==> src/sv/ascii_can_frame_parser_core_macros.svh <==
// ============================================================================
// ASCII CAN frame parser assertion macros
// Shared concurrent assertion forms, clocked on clk and disabled in reset.
// ============================================================================
`ifndef ASCII_CAN_FRAME_PARSER_CORE_MACROS_SVH
`define ASCII_CAN_FRAME_PARSER_CORE_MACROS_SVH

// Same-cycle implication.
`define ACFP_ASSERT_IMPLY(lbl, ante, cons, msg) \
    lbl: assert property (@(posedge clk) disable iff (!rst_n) (ante) |-> (cons)) \
        else $error(msg);

// Next-cycle implication.
`define ACFP_ASSERT_NEXT(lbl, ante, cons, msg) \
    lbl: assert property (@(posedge clk) disable iff (!rst_n) (ante) |=> (cons)) \
        else $error(msg);

`endif

==> src/sv/acfp_pkg.sv <==
// ============================================================================
// ASCII CAN frame parser package
// Character codes, flag positions, widths and the hex digit decoder.
// ============================================================================
package acfp_pkg;

    localparam logic [7:0] CH_DELIM = 8'h23;   // '#'
    localparam logic [7:0] CH_SEP   = 8'h2E;   // '.'
    localparam logic [7:0] CH_UR    = 8'h52;   // 'R'
    localparam logic [7:0] CH_LR    = 8'h72;   // 'r'
    localparam logic [7:0] CH_0     = 8'h30;
    localparam logic [7:0] CH_9     = 8'h39;
    localparam logic [7:0] CH_UA    = 8'h41;
    localparam logic [7:0] CH_UF    = 8'h46;
    localparam logic [7:0] CH_LA    = 8'h61;
    localparam logic [7:0] CH_LF    = 8'h66;

    localparam logic [3:0] POS_STD_DELIM = 4'd3;
    localparam logic [3:0] POS_EXT_DELIM = 4'd8;
    localparam logic [3:0] POS_STD_DATA  = 4'd4;
    localparam logic [3:0] POS_EXT_DATA  = 4'd9;
    localparam logic [3:0] POS_MAX       = 4'd15;
    localparam logic [3:0] MAX_BYTES     = 4'd8;

    localparam int BIT_EXT = 31;
    localparam int BIT_RTR = 30;
    localparam int BIT_ERR = 29;

    localparam int IN_TDATA_W  = 8;
    localparam int OUT_TDATA_W = 104;

    typedef enum logic [2:0] {
        FMT_NONE = 3'b001,
        FMT_STD  = 3'b010,
        FMT_EXT  = 3'b100
    } fmt_t;

    // Returns 0..15 for a hex digit and 16 for anything else.
    function automatic logic [4:0] hex_value(input logic [7:0] c);
        logic [7:0] tmp;
        logic [4:0] v;
        begin
            tmp = 8'd0;
            v   = 5'd16;
            if (c >= CH_0 && c <= CH_9) begin
                tmp = c - CH_0;
                v   = {1'b0, tmp[3:0]};
            end else if (c >= CH_UA && c <= CH_UF) begin
                tmp = c - CH_UA + 8'd10;
                v   = {1'b0, tmp[3:0]};
            end else if (c >= CH_LA && c <= CH_LF) begin
                tmp = c - CH_LA + 8'd10;
                v   = {1'b0, tmp[3:0]};
            end
            return v;
        end
    endfunction

endpackage

==> src/sv/ascii_can_frame_parser_core.sv <==
// The frame result is registered: it appears in the cycle after its last character.
// Throughput: one character per cycle unless the output stalls; the per-character parse
// update is a single short combinational step between parse state and result registers.
// Reset (rst_n low, asynchronous) clears the parse state and drops the output valid.
// After each frame's last character the parse state returns to its reset value.
// ============================================================================
// ASCII CAN frame parser core
// Parses text of the form <id>#{R|data} one character per item and emits one
// frame result (id word, byte count, payload, status) on the last character.
// ============================================================================
`include "ascii_can_frame_parser_core_macros.svh"

module ascii_can_frame_parser_core
(
    input  logic                                  clk,
    input  logic                                  rst_n,
    // Input stream.
    input  logic                                  s_axis_tvalid,
    output logic                                  s_axis_tready,
    input  logic [acfp_pkg::IN_TDATA_W-1:0]       s_axis_tdata,   // [7:0] character
    input  logic                                  s_axis_tlast,   // is_last
    // Output stream.
    output logic                                  m_axis_tvalid,
    input  logic                                  m_axis_tready,
    // [31:0] id_word, [35:32] byte_count, [99:36] payload, [103:100] zero
    output logic [acfp_pkg::OUT_TDATA_W-1:0]      m_axis_tdata,
    output logic                                  m_axis_tuser    // status
);

    // ------------------------------------------------------------------
    // Parse state. Every accepted character updates it.
    // ------------------------------------------------------------------
    logic [3:0]     char_pos_reg,  char_pos_next;
    logic [31:0]    id_acc_reg,    id_acc_next;
    acfp_pkg::fmt_t fmt_reg,       fmt_next;
    logic [63:0]    data_reg,      data_next;
    logic [3:0]     bytes_reg,     bytes_next;
    logic           nib_pend_reg,  nib_pend_next;
    logic           sep_used_reg,  sep_used_next;
    logic           err_reg,       err_next;
    logic           closed_reg,    closed_next;
    logic           rtr_reg,       rtr_next;

    // Result register.
    logic           out_valid_reg;
    logic [31:0]    out_id_reg;
    logic [3:0]     out_count_reg;
    logic [63:0]    out_payload_reg;
    logic           out_status_reg;

    logic [7:0]     ch;
    logic [4:0]     nib;
    logic           nib_ok;
    logic [3:0]     data_start;
    logic [5:0]     byte_shift;
    logic           in_fire;
    logic           frame_err;
    logic [31:0]    frame_id;

    assign ch         = s_axis_tdata[7:0];
    assign nib        = acfp_pkg::hex_value(ch);
    assign nib_ok     = !nib[4];
    assign data_start = (fmt_reg == acfp_pkg::FMT_STD) ? acfp_pkg::POS_STD_DATA
                                                        : acfp_pkg::POS_EXT_DATA;
    // Byte lane of the byte being built; bytes_reg never passes eight.
    assign byte_shift = {bytes_reg[2:0], 3'b000};

    // The result register can always take a new item once its contents leave.
    assign s_axis_tready = !out_valid_reg || m_axis_tready;
    assign in_fire       = s_axis_tvalid && s_axis_tready;

    // ------------------------------------------------------------------
    // Per-character update. Identifier digits come first until a delimiter
    // at position three or eight fixes the format; after that come either an
    // RTR mark or the data bytes. Errors freeze all but the position count until the end.
    // ------------------------------------------------------------------
    always_comb
    begin
        char_pos_next = char_pos_reg;
        id_acc_next   = id_acc_reg;
        fmt_next      = fmt_reg;
        data_next     = data_reg;
        bytes_next    = bytes_reg;
        nib_pend_next = nib_pend_reg;
        sep_used_next = sep_used_reg;
        err_next      = err_reg;
        closed_next   = closed_reg;
        rtr_next      = rtr_reg;

        if (!err_reg) begin
            if (fmt_reg == acfp_pkg::FMT_NONE) begin
                if (ch == acfp_pkg::CH_DELIM && char_pos_reg == acfp_pkg::POS_STD_DELIM) begin
                    fmt_next = acfp_pkg::FMT_STD;
                end else if (ch == acfp_pkg::CH_DELIM
                             && char_pos_reg == acfp_pkg::POS_EXT_DELIM) begin
                    fmt_next = acfp_pkg::FMT_EXT;
                end else if (char_pos_reg >= acfp_pkg::POS_EXT_DELIM || !nib_ok) begin
                    err_next = 1'b1;
                end else begin
                    id_acc_next = {id_acc_reg[27:0], nib[3:0]};
                end
            end else if (!closed_reg) begin
                if (char_pos_reg == data_start
                    && (ch == acfp_pkg::CH_UR || ch == acfp_pkg::CH_LR)) begin
                    rtr_next    = 1'b1;
                    closed_next = 1'b1;
                end else if (!nib_pend_reg) begin
                    if (ch == acfp_pkg::CH_SEP && !sep_used_reg) begin
                        sep_used_next = 1'b1;
                    end else if (!nib_ok) begin
                        err_next = 1'b1;
                    end else begin
                        // High nibble of the current byte.
                        data_next     = data_reg | ({56'd0, nib[3:0], 4'd0} << byte_shift);
                        nib_pend_next = 1'b1;
                    end
                end else if (!nib_ok) begin
                    err_next = 1'b1;
                end else begin
                    // Low nibble completes the byte.
                    data_next     = data_reg | ({60'd0, nib[3:0]} << byte_shift);
                    nib_pend_next = 1'b0;
                    sep_used_next = 1'b0;
                    bytes_next    = bytes_reg + 4'd1;
                    if (bytes_reg + 4'd1 >= acfp_pkg::MAX_BYTES) begin
                        closed_next = 1'b1;
                    end
                end
            end
        end

        if (char_pos_reg < acfp_pkg::POS_MAX) begin
            char_pos_next = char_pos_reg + 4'd1;
        end
    end

    // ------------------------------------------------------------------
    // Frame result, formed from the state after the last character.
    // Text that never reached a delimiter or stops mid-byte is malformed.
    // ------------------------------------------------------------------
    always_comb
    begin
        frame_err = err_next || (fmt_next == acfp_pkg::FMT_NONE) || nib_pend_next;
        frame_id  = id_acc_next;
        if (fmt_next == acfp_pkg::FMT_STD) begin
            frame_id = {20'd0, id_acc_next[11:0]};
        end else if (!id_acc_next[acfp_pkg::BIT_ERR]) begin
            frame_id[acfp_pkg::BIT_EXT] = 1'b1;
        end
        if (rtr_next) begin
            frame_id[acfp_pkg::BIT_RTR] = 1'b1;
        end
    end

    // Parse state: cleared after the last character of each frame.
    always_ff @(posedge clk or negedge rst_n)
    begin
        if (!rst_n) begin
            char_pos_reg <= 4'd0;
            id_acc_reg   <= 32'd0;
            fmt_reg      <= acfp_pkg::FMT_NONE;
            data_reg     <= 64'd0;
            bytes_reg    <= 4'd0;
            nib_pend_reg <= 1'b0;
            sep_used_reg <= 1'b0;
            err_reg      <= 1'b0;
            closed_reg   <= 1'b0;
            rtr_reg      <= 1'b0;
        end else if (in_fire) begin
            if (s_axis_tlast) begin
                char_pos_reg <= 4'd0;
                id_acc_reg   <= 32'd0;
                fmt_reg      <= acfp_pkg::FMT_NONE;
                data_reg     <= 64'd0;
                bytes_reg    <= 4'd0;
                nib_pend_reg <= 1'b0;
                sep_used_reg <= 1'b0;
                err_reg      <= 1'b0;
                closed_reg   <= 1'b0;
                rtr_reg      <= 1'b0;
            end else begin
                char_pos_reg <= char_pos_next;
                id_acc_reg   <= id_acc_next;
                fmt_reg      <= fmt_next;
                data_reg     <= data_next;
                bytes_reg    <= bytes_next;
                nib_pend_reg <= nib_pend_next;
                sep_used_reg <= sep_used_next;
                err_reg      <= err_next;
                closed_reg   <= closed_next;
                rtr_reg      <= rtr_next;
            end
        end
    end

    // Output valid flag.
    always_ff @(posedge clk or negedge rst_n)
    begin
        if (!rst_n) begin
            out_valid_reg <= 1'b0;
        end else if (in_fire && s_axis_tlast) begin
            out_valid_reg <= 1'b1;
        end else if (m_axis_tready) begin
            out_valid_reg <= 1'b0;
        end
    end

    // Output payload; a malformed frame carries zero fields.
    always_ff @(posedge clk)
    begin
        if (in_fire && s_axis_tlast) begin
            out_status_reg  <= frame_err;
            out_id_reg      <= frame_err ? 32'd0 : frame_id;
            out_count_reg   <= frame_err ? 4'd0  : bytes_next;
            out_payload_reg <= frame_err ? 64'd0 : data_next;
        end
    end

    assign m_axis_tvalid = out_valid_reg;
    assign m_axis_tdata  = {4'd0, out_payload_reg, out_count_reg, out_id_reg};
    assign m_axis_tuser  = out_status_reg;

    // ------------------------------------------------------------------
    // Assertions
    // ------------------------------------------------------------------
    `ACFP_ASSERT_IMPLY(a_err_zero, out_valid_reg && out_status_reg, out_id_reg == 32'd0 && out_count_reg == 4'd0 && out_payload_reg == 64'd0, "malformed frame has nonzero fields")
    `ACFP_ASSERT_IMPLY(a_bytes_max, 1'b1, bytes_reg <= acfp_pkg::MAX_BYTES, "byte count past eight")
    `ACFP_ASSERT_IMPLY(a_pend_fmt, nib_pend_reg, fmt_reg != acfp_pkg::FMT_NONE, "data nibble before delimiter")
    `ACFP_ASSERT_NEXT(a_last_clears, in_fire && s_axis_tlast, out_valid_reg && char_pos_reg == 4'd0 && !err_reg, "last item did not produce a result or clear state")

endmodule

==> config.mk <==
export PLATFORM = sky130hd
export DESIGN_NAME = ascii_can_frame_parser_core
export DESIGN_NICKNAME = d
export VERILOG_FILES = /design/src/sv/acfp_pkg.sv /design/src/sv/ascii_can_frame_parser_core.sv
export VERILOG_INCLUDE_DIRS = /design/src /design/src/sv
export SDC_FILE = /design/constraint.sdc
export NUM_CORES = 1
export LEC_CHECK = 0
export BUFFER_PORTS_ARGS = -buffer_cell sky130_fd_sc_hd__buf_2
export CAP_MARGIN = 10
export CORE_UTILIZATION = 23
export DETAILED_ROUTE_END_ITERATION = 10
export PLACE_DENSITY = 0.44
export RECOVER_POWER = 50
export SLEW_MARGIN = 20
export SYNTH_ARGS = -nofsm -noshare
export SYNTH_HDL_FRONTEND = slang
export SYNTH_SLANG_ARGS = --single-unit
==> constraint.sdc <==
create_clock -name clk -period 4.9 [get_ports clk]
set_clock_uncertainty 0.2 [all_clocks]
set_input_delay 0.49 -clock clk [delete_from_list [all_inputs] [get_ports clk]]
set_output_delay 0.49 -clock clk [all_outputs]
set_load 0.02 [all_outputs]
==> impl_metrics.env <==
export IMPL_ioPinCount=120
export IMPL_worstPathRequired_ns=5.17
export IMPL_irDropWorstVdd_mv=0.2000
export IMPL_total_leakage_power_nw=4.045
export IMPL_fin_tns_setup_ns=0
export IMPL_slew_headroom_pct=-61.99
export IMPL_first_global_vias=6774
export IMPL_critical_path_max_fanout=42
export IMPL_reg2reg_setup_slack_ns=1.41
export IMPL_clock_latency_late_sink_ns=0.52
export IMPL_wl_per_cell_um=16.94
export IMPL_grt_busiest_layer="met2"
export IMPL_ant_nets_after_route=0
export IMPL_clk_pin_slew_ns=0.05
export IMPL_number_of_antenna_violations_at_the_first_check_in_global_routing=0
export IMPL_crit_arrival_ns=3.87
export IMPL_timing_final_hold_violations=0
export IMPL_rsz_0062_raised_after_global_routing="no"
export IMPL_max_freq_ghz=0.2780
export IMPL_synth_edf_count=101
export IMPL_synthFlopType="dfrtp_1"
export IMPL_slowest_delay_ns=1.71
export IMPL_route_detailed_drc=0
export IMPL_iter_0_drt_violations=435
export IMPL_end_kind="asynchronous set/reset pin"
export IMPL_num_vias=6966
export IMPL_postPlaceCellArea_mm2=0.01061
export IMPL_asyncSetResetFlopFracSynth_pct=52.80
export IMPL_cts_buffer_depth=3
export IMPL_hp_class="primary input to flop"
export IMPL_path_cells="dlygate4sd3_1 -> clkbuf_1 -> clkbuf_2"
export IMPL_post_drt_via_cell_ratio=4.465
export IMPL_final_cell_area_mm2=0.01126
export IMPL_cp_slowest_cell="clkbuf_1"
export IMPL_post_cts_resized=0
export IMPL_largest_net_degree_at_the_start_of_global_routing=76
export IMPL_cell_area_power_density_mw_per_mm2=367.3
export IMPL_post_route_min_period_ns=3.597
export IMPL_portBuffers=115
export IMPL_power_total_mw=4.134
export IMPL_initial_utilization_pct=23.49
export IMPL_violations_in_the_final_reports="capacitance limit, slew limit"
export IMPL_cts_num_sinks=214
export IMPL_synth_ff_latch_count=214
export IMPL_hold_depth=3
export IMPL_critical_path_class="primary input to asynchronous set/reset pin"
export IMPL_cts_made_buffers=26
export IMPL_synthesis_area_mm2=0.009419
export IMPL_gp_congestion=0.7623
export IMPL_die_area_mm2=0.04177
export IMPL_min_to="m_axis_tvalid"
export IMPL_area_growth_synth_to_final_pct=19.50
export IMPL_crit_buf_inv=3
export IMPL_drv_cap=1
export IMPL_htree_levels=1
export IMPL_die_x_um=204.4
export IMPL_cp_start_kind="primary input"
export IMPL_warnings_synthesis=0
export IMPL_num_rows=73
export IMPL_seq_area_frac_synth_pct=62.23
export IMPL_mean_instance_size_in_the_synthesized_netlist_um2=10.43
export IMPL_hold_path_startpoint="m_axis_tready"
export IMPL_groute_layer_met3_usage_pct=1.961
export IMPL_most_frequent_standard_cell_in_the_layout_excluding_fill_and_tap_cells="a21oi_1"
export IMPL_worstReg2RegStart="fmt_reg[0]"
export IMPL_finalCritPeriodShare_pct=73.40
export IMPL_design_final_nets=1035
export IMPL_met2_resource_use_gr_pct=19.67
export IMPL_share_of_final_layout_standard_cells_stronger_than_drive_strength_1_pct=10.14
export IMPL_met1_usage_grt_pct=18.47
export IMPL_holdBufCountCts=1
export IMPL_post_cts_setup_inserts=0
export IMPL_first_pass_iters=4
export IMPL_globalRouteOverflowTotal=0
export IMPL_tightest_slew_ns=2.430
export IMPL_clk_tree_root_cell="clkbuf_16"
export IMPL_grt_total_usage_pct=12.67
export IMPL_post_dp_hpwl_um=16720
export IMPL_finalWirelength_um=26430
export IMPL_synth_cell_type_count=63
export IMPL_syn_inst=903
export IMPL_die_h_um=204.4
export IMPL_n_antenna_cell=0
export IMPL_reg2reg_depth=6
export IMPL_setup_violations_final=0
export IMPL_cts_tree="yes"
export IMPL_drv_slew=43
export IMPL_layout_common_cells="a21oi_1, nor2_1, dfrtp_1"
export IMPL_rr_endpoint="out_id_reg[31]"
export IMPL_outcome="finished, violations left"
export IMPL_area_of_the_core_mm2=0.04010
export IMPL_path_delay_family="buffers and inverters"
export IMPL_global_route_wire_length_before_repair_um=41240
export IMPL_finalCoreUtilization_pct=28.07
## Yosys cell counts (all sizes together) (2+ instances only)
cell type | n | area [um2]
nor4 | 6 | 86.34
dfrtp | 112 | 2803
o211ai | 3 | 32.53
o21bai | 3 | 22.52
inv | 8 | 30.03
nor3b | 6 | 50.05
nand2 | 104 | 390.4
and2 | 4 | 25.02
o21ai | 43 | 222.7
a21o | 2 | 15.01
nor4b | 3 | 26.28
nor3 | 21 | 155.1
nand3 | 4 | 20.02
mux2i | 4 | 40.04
a211oi | 6 | 55.05
xnor2 | 2 | 17.52
nand2b | 4 | 25.02
nand4 | 2 | 12.51
a22oi | 5 | 37.54
a21oi | 168 | 844.6
nor2 | 161 | 604.3
xor2 | 2 | 17.52
or3 | 3 | 18.77
and3 | 2 | 12.51
ha | 7 | 87.58
or2 | 2 | 12.51
clkbuf | 38 | 142.6
buf | 21 | 112.6
a31oi | 7 | 43.79
a21boi | 27 | 214.0
nor2b | 3 | 18.77
edfxtp | 101 | 3033
## cells by family after synthesis
kind of cell / count (synthesis) / share of synthesized area [%]
multiplexers: 5 / 0.5446
AO/OA/AOI/OAI: 273 / 16.70
other: 1 / 0.03981
AND/OR/NAND/NOR: 331 / 16.11
buffers and inverters: 68 / 3.069
adder cells (fa/ha/maj): 7 / 0.9298
XOR/XNOR: 4 / 0.3720
flip-flops: 214 / 62.23
## per-stage QoR
step                hold slack, ns  cells  worst slack [ns]
finish                      0.1386   1560             1.303
global route                0.1818   1560            0.6983
CTS                         0.1196   1559             1.530
detailed placement          0.2785   1510            0.9751
global placement            0.2707   1510             1.080
floorplan                -0.005591    906            0.1396
## area by class of cell
class	count	area [um2]
clock buffers	30	686.9
well taps	525	656.9
fillers	4253	28840
inverters	9	38.79
clock inverters	18	95.09
flip-flops and latches	214	5862
multi-input cells	624	3269
repair buffers	140	646.9
## worst min-delay path, stage by stage
cell and delay (ns):
buf_2 0.07, nand2b_1 0.18, nand2_1 0.07
## routing by layer
| layer | wire length, um | share of wire, % | up-vias |
|---|---|---|---|
| met1 | 12970 | 49 | 3399 |
| met2 | 11950 | 45 | 129 |
| met4 | 500 | 1.9 | 0 |
| met5 | 0 | 0 | - |
| met3 | 1013 | 3.8 | 35 |
| li1 | - | - | 3403 |
## how the worst max path moves through the flow
| stage | from | endpoint | slack (ns) | cells after the start |
|---|---|---|---|---|
| floorplan | m_axis_tready | m_axis_tuser | 0.14 | 5 |
| global placement | s_axis_tdata[0] | out_payload_reg[49] | 1.08 | 10 |
| detailed placement | s_axis_tdata[0] | out_payload_reg[26] | 0.98 | 10 |
| CTS | s_axis_tdata[0] | out_count_reg[2] | 1.53 | 10 |
| global route | rst_n | char_pos_reg[1] | 0.70 | 3 |
| finish | rst_n | fmt_reg[1] | 1.30 | 3 |
## power breakdown
part / switching [mW] / leakage (nW) / internal (mW) / total [mW]
registers: 0.0791 / 2.51 / 1.96 / 2.04
clock network: 0.776 / 0.395 / 1.01 / 1.78
logic: 0.227 / 1.14 / 0.0873 / 0.314
total: 1.08 / 4.05 / 3.05 / 4.13
Note: power is estimated with default switching activity, not from simulation.
